`config.mk`:
```
export PLATFORM = sky130hd
export DESIGN_NAME = tbfp_fit_unit
export DESIGN_NICKNAME = d
export VERILOG_FILES = /design/src/rtl/two_bar_first_fit_packer_core_macros.svh /design/src/rtl/tbfp_pkg.sv /design/src/rtl/tbfp_fit_unit.sv
export SDC_FILE = /design/constraint.sdc
export NUM_CORES = 1
export LEC_CHECK = 0
export BUFFER_PORTS_ARGS = -buffer_cell sky130_fd_sc_hd__buf_2
export CORE_MARGIN = 2
export CORE_UTILIZATION = 23
export DETAILED_ROUTE_END_ITERATION = 6
export SKIP_LAST_GASP = 1
export SYNTH_ARGS = -nofsm -noshare
export SYNTH_HDL_FRONTEND = slang
export SYNTH_SLANG_ARGS = --single-unit
```
`constraint.sdc`:
```
create_clock -name vclk -period 4.68
set_input_delay 0.468 -clock vclk [all_inputs]
set_output_delay 0.468 -clock vclk [all_outputs]
set_load 0.02 [all_outputs]
```
`src/rtl/two_bar_first_fit_packer_core_macros.svh`:
```
// ----------------------------------------------------------------------------
// two-bar first-fit packer assertion macros
// shared property shorthands for same-cycle and next-cycle implications
// ----------------------------------------------------------------------------
`ifndef TWO_BAR_FIRST_FIT_PACKER_CORE_MACROS_SVH
`define TWO_BAR_FIRST_FIT_PACKER_CORE_MACROS_SVH

// antecedent implies consequent in the same cycle
`define TBFP_ASSERT_IMP(label, clk, rst_n, ante, cons) \
  label: assert property (@(posedge clk) disable iff (!rst_n) (ante) |-> (cons)) \
    else $error("tbfp assertion failed");

// antecedent implies consequent in the next cycle
`define TBFP_ASSERT_NXT(label, clk, rst_n, ante, cons) \
  label: assert property (@(posedge clk) disable iff (!rst_n) (ante) |=> (cons)) \
    else $error("tbfp assertion failed");

`endif

```
`src/rtl/tbfp_pkg.sv`:
```
// ----------------------------------------------------------------------------
// tbfp_pkg
// widths, defaults, command codes and shared types of the two-bar packer
// ----------------------------------------------------------------------------
package tbfp_pkg;

  localparam int HEIGHT_W       = 16;
  localparam int COPIES_W       = 7;
  localparam int BIN_INDEX_W    = 10;
  localparam int BINS_USED_W    = 11;
  localparam int DEF_NUM_BINS   = 1024;
  localparam int DEF_MAX_COPIES = 64;

  localparam logic [HEIGHT_W-1:0] CAP_RESET = 16'hFFFF;

  localparam logic CMD_PLACE = 1'b0;
  localparam logic CMD_CLEAR = 1'b1;

  // result of the shared fit check on one bin
  typedef struct packed {
    logic                fits_first;
    logic                fits_second;
    logic [HEIGHT_W-1:0] sum_first;
    logic [HEIGHT_W-1:0] sum_second;
  } fit_res_t;

  // control group towards the fill store
  typedef struct packed {
    logic                clr;
    logic                wr_en;
    logic [HEIGHT_W-1:0] wr_data;
  } mem_cmd_t;

endpackage

```
`src/rtl/tbfp_fit_unit.sv`:
```
// ----------------------------------------------------------------------------
// tbfp_fit_unit
// shared add and compare unit: checks one bin fill against both bar heights
// ----------------------------------------------------------------------------
module tbfp_fit_unit (
  input  logic [tbfp_pkg::HEIGHT_W-1:0] fill_i,
  input  logic [tbfp_pkg::HEIGHT_W-1:0] first_height_i,
  input  logic [tbfp_pkg::HEIGHT_W-1:0] second_height_i,
  input  logic [tbfp_pkg::HEIGHT_W-1:0] capacity_i,
  output tbfp_pkg::fit_res_t            fit_o
);
  import tbfp_pkg::*;

  logic [HEIGHT_W:0] sum_first;
  logic [HEIGHT_W:0] sum_second;

  assign sum_first  = {1'b0, fill_i} + {1'b0, first_height_i};
  assign sum_second = {1'b0, fill_i} + {1'b0, second_height_i};

  assign fit_o.fits_first  = sum_first  <= {1'b0, capacity_i};
  assign fit_o.fits_second = sum_second <= {1'b0, capacity_i};
  assign fit_o.sum_first   = sum_first[HEIGHT_W-1:0];
  assign fit_o.sum_second  = sum_second[HEIGHT_W-1:0];

endmodule

```
== After elaboration in Yosys (flattened, before gate mapping) ==
Index checks and enable logic that the tools add are counted.
Cells by class
  $lt $le $gt $ge: 2
  add/sub/neg operators: 2
Operators by type and width (count)
  $add A16 B16 Y17: 2
  $le A17 B16 Y1: 2
Word-level totals
  logic and storage cells: 4
  register bits: 0

== Logic depth before layout (Yosys ltp) ==
  word-level depth: 2
  mapped depth: 15

== Worst setup path after synthesis ==
OpenSTA, ideal clock, no wires.
  path kind: input -> output
  start: input fill_i[0] in the netlist's numbering
  end: output fit_o[33] in the netlist's numbering
  data required time: 4.212 ns
  data arrival time: 4.009 ns
  setup slack: 0.203 ns
  stages on the path: 14
  cell sequence: ha_1 -> fa_1 -> a211o_1 -> a21o_1 -> a211o_1 -> a211oi_1 -> o31ai_1 -> xor2_1 -> ha_1 -> a21o_1 -> a21oi_1 -> o21ai_0 -> a21boi_0 -> nor4_1
RTL lines
  start: declaration: line tbfp_fit_unit.sv:6  | input logic [tbfp_pkg::HEIGHT_W-1:0] fill_i,
  end: declaration: line tbfp_fit_unit.sv:10  | output tbfp_pkg::fit_res_t fit_o

==> key figures <==
Drt
  • DR iter-0 viols: 50
  • Drt first pass iters: 4
  • DRC errors left: 0
  • Remaining antenna violation count: 0
  • Via density: 4.850
  • Drt wl/cell: about 14 um
  • Wirelength, routed: approximately 6700 um
  • Via Count: 2270

Power and ir drop
  • Leak: 0.001506 uW
  • Sw Pwr: roughly 330 uW
  • Flop pwr share: 0%
  • VDD IR max: about 99 uV
  • Combinational power share: 100.0%
  • Clock power frac: 0%
  • Power Internal: 226.5 uW
  • Sw frac: around three fifths
  • Pwr per Cell Area: just over 200 nW/um^2

Critical path
  • Kind of critical path: in -> out
  • Crit-path leading delay family: compound AO/OA/AOI/OAI gates
  • Req. time, crit path: roughly 4.2 ns
  • Cells along the critical path: buf_2 > ha_1 > fa_2 > a211o_1 > a21o_1 > a211o_1 > a211oi_2 > o31ai_1 > xor2_1 > ha_1 > a21o_1 > a21oi_1 > o21ai_0 > a21boi_0 > nor4_1 > buf_2
  • Crit-path max FO: 3
  • CP Data Arrival Time: ~4 ns
  • Critical path buffers and inverters: 2
  • CP max stage cell: fa_2
  • Startpoint Class: input pin
  • Max incr delay on CP: approximately 0.38 ns
  • Setup crit end kind: output port
  • WP depth: 16

Timing
  • Fmax: approximately 230 MHz
  • Headroom to the max-slew limit: 67.10%
  • Worst hold slack: about 1.3 ns
  • Unrepaired setup endpoints after global routing: no
  • Crit path time final: approximately 4.4 ns
  • Final Hold Vio Count: 0
  • Slew Limit Fails: 0
  • Fin crit share: 93.45%
  • Endpoints failing setup: 0
  • Slew at the pin with the worst max-slew slack: 0.4914 ns
  • Setup TNS: 0 ns

Final layout
  • Reg area: 0 um^2
  • # clk buffers: 0
  • Area of the multi-input gates: between 2000 and 2500 um^2
  • Nets@finish: 492
  • Layout area overhead: 31.14%
  • Layout cell share with drive strength beyond 1: 31.11%
  • Fill cells: roughly 980
  • Ant. Diodes: 0
  • FF+latch count: 0

Yosys
  • Distinct cells, synth: 39
  • Post-synthesis sequential area ratio: 0%
  • Synthesized cell area: between 2000 and 2500 um^2
  • Multiplexer share of the synthesized area: 0%
  • Syn Inst Count: 261
  • Post-synthesis adder-cell area fraction: 40.17%
  • Mean Syn Cell Area: 8.020 um^2
  • Post-Syn Nets: 391
  • Post-synthesis xor/xnor area fraction: 10.88%
  • Compound-gate portion of the synthesized area: 33.53%
  • Largest family of logic cells by synthesized area: adder cells
  • Post-Synth Simple-Gate Area: 11.30%
  • Yosys warnings: 0

Die
  • Starting density of the core: 23.89%
  • Total core area: 8763 um^2
  • Die W: 99.40 um
  • Die height: 99.40 um
  • Total Die Area: a little under 10000 um^2
  • IO Pins: between 90 and 100
  • Row count: 34

Placed design
  • Buffers on Ports: 98
  • RePlAce Congestion: 0.8090
  • Post-DP HPWL: 6167 um

Worst hold path
  • Worst hold-check path type: in -> out
  • WHS Path Cells: 3

Clocking
  • Hold_buf cts: 0

GRT
  • Initial antenna violation count: 0
  • Vias in the first global route: 2306
  • Largest net degree at the start of global routing: 7
  • Remaining Overflow, GRT: 0
  • First-pass GRT wire length: 10600 um
  • Gr usage total: between 10% and 20%

Run status
  • Status: complete, no violations

Job
  • MaxCap Viol Count: 0
[per-stage QoR]
stage / cells / power, uW / util [%] / instance area [um^2] / setup WS, ns
2_1_floorplan: 261 / 374.2 / - / 2093 / 0.2034
3_3_place_gp: 467 / 537.5 / 31.03 / 2719 / 0.2418
3_5_place_dp: 467 / 545.2 / 31.03 / 2719 / 0.2131
4_1_cts: 467 / 548.8 / 31.03 / 2719 / 0.2002
5_1_grt: 468 / 615.8 / 31.32 / 2745 / 0.05468
6_report: 468 / 552.7 / 31.32 / 2745 / 0.3067
[final cells by class]
type | count | area share, %
Multi-Input combinational cell | 238 | 73.79
Tap cell | 108 | 4.923
Inverter | 23 | 3.145
Timing Repair Buffer | 99 | 18.14
[cell usage after synthesis, drive strengths merged (2+ instances only)]
cell type / n / area share, %
ha: 64 / 38
o21a: 6 / 2.2
a21o: 19 / 6.8
o21bai: 8 / 3.0
a211o: 2 / 0.84
a211oi: 5 / 1.8
o211ai: 4 / 1.4
xor2: 9 / 3.8
o31ai: 3 / 1.7
inv: 23 / 4.1
nand2b: 2 / 0.60
nand4: 5 / 1.5
a21boi: 4 / 1.4
nor2: 8 / 1.4
nand2: 12 / 2.2
nand3: 8 / 1.9
and3: 2 / 0.60
nor2b: 2 / 0.60
fa: 2 / 1.9
o21ai: 12 / 3.0
a21oi: 28 / 6.7
a221oi: 3 / 1.6
xnor2: 17 / 7.1
nor4: 2 / 0.60
[per-layer routing]
layer  up-vias  part of all wire, %  wire (um)  GRT usage (%)
met2        56                   48       3192          23.13
met5         -                    0          0              0
li1       1193                    -          -              -
met4         0                 0.15         10         0.2107
met3         2                  4.9        331         0.9838
met1      1019                   47       3184          17.53
[timing repair]
action	in CTS	in global routing
setup buffers	0	1
endpoints found under the setup margin	0	1
gates resized for setup	0	5
[worst paths after layout]
path | start | to
setup / recovery | fill_i[0] | fit_o[33]
hold / removal | first_height_i[0] | fit_o[16]
[cell families (layout without fill, tap and decap cells)]
group           count (synthesis)  after routing
fa+ha+maj                      66             66
xor+xnor                       26             26
compound gates                100            100
buf+inv                        23            122
simple gates                   46             46
[layout by cell type (no fill, tap or decap), types with 2 or more instances in the layout]
master	count
buf_2	98
ha_1	64
a21oi_1	25
inv_1	23
a21o_1	19
xnor2_1	17
nand2_1	12
o21ai_0	11
xor2_1	9
nor2_1	8
nand3_1	8
o21bai_1	7
o21a_1	6
nand4_1	5
o211ai_1	4
a211oi_1	4
a21boi_0	4
a21oi_2	3
nand2b_1	2
o31ai_1	2
a211o_1	2
and3_1	2
a221oi_1	2
nor2b_1	2
nor4_1	2
[power groups by stage]
stage,sequential [uW],clock [uW],combinational (uW)
floorplan,0,0,374
global placement,0,0,537
detailed placement,0,0,545
CTS,0,0,549
global route,0,0,616
finish,0,0,553
No activity file was read; power rests on OpenSTA's default activity.
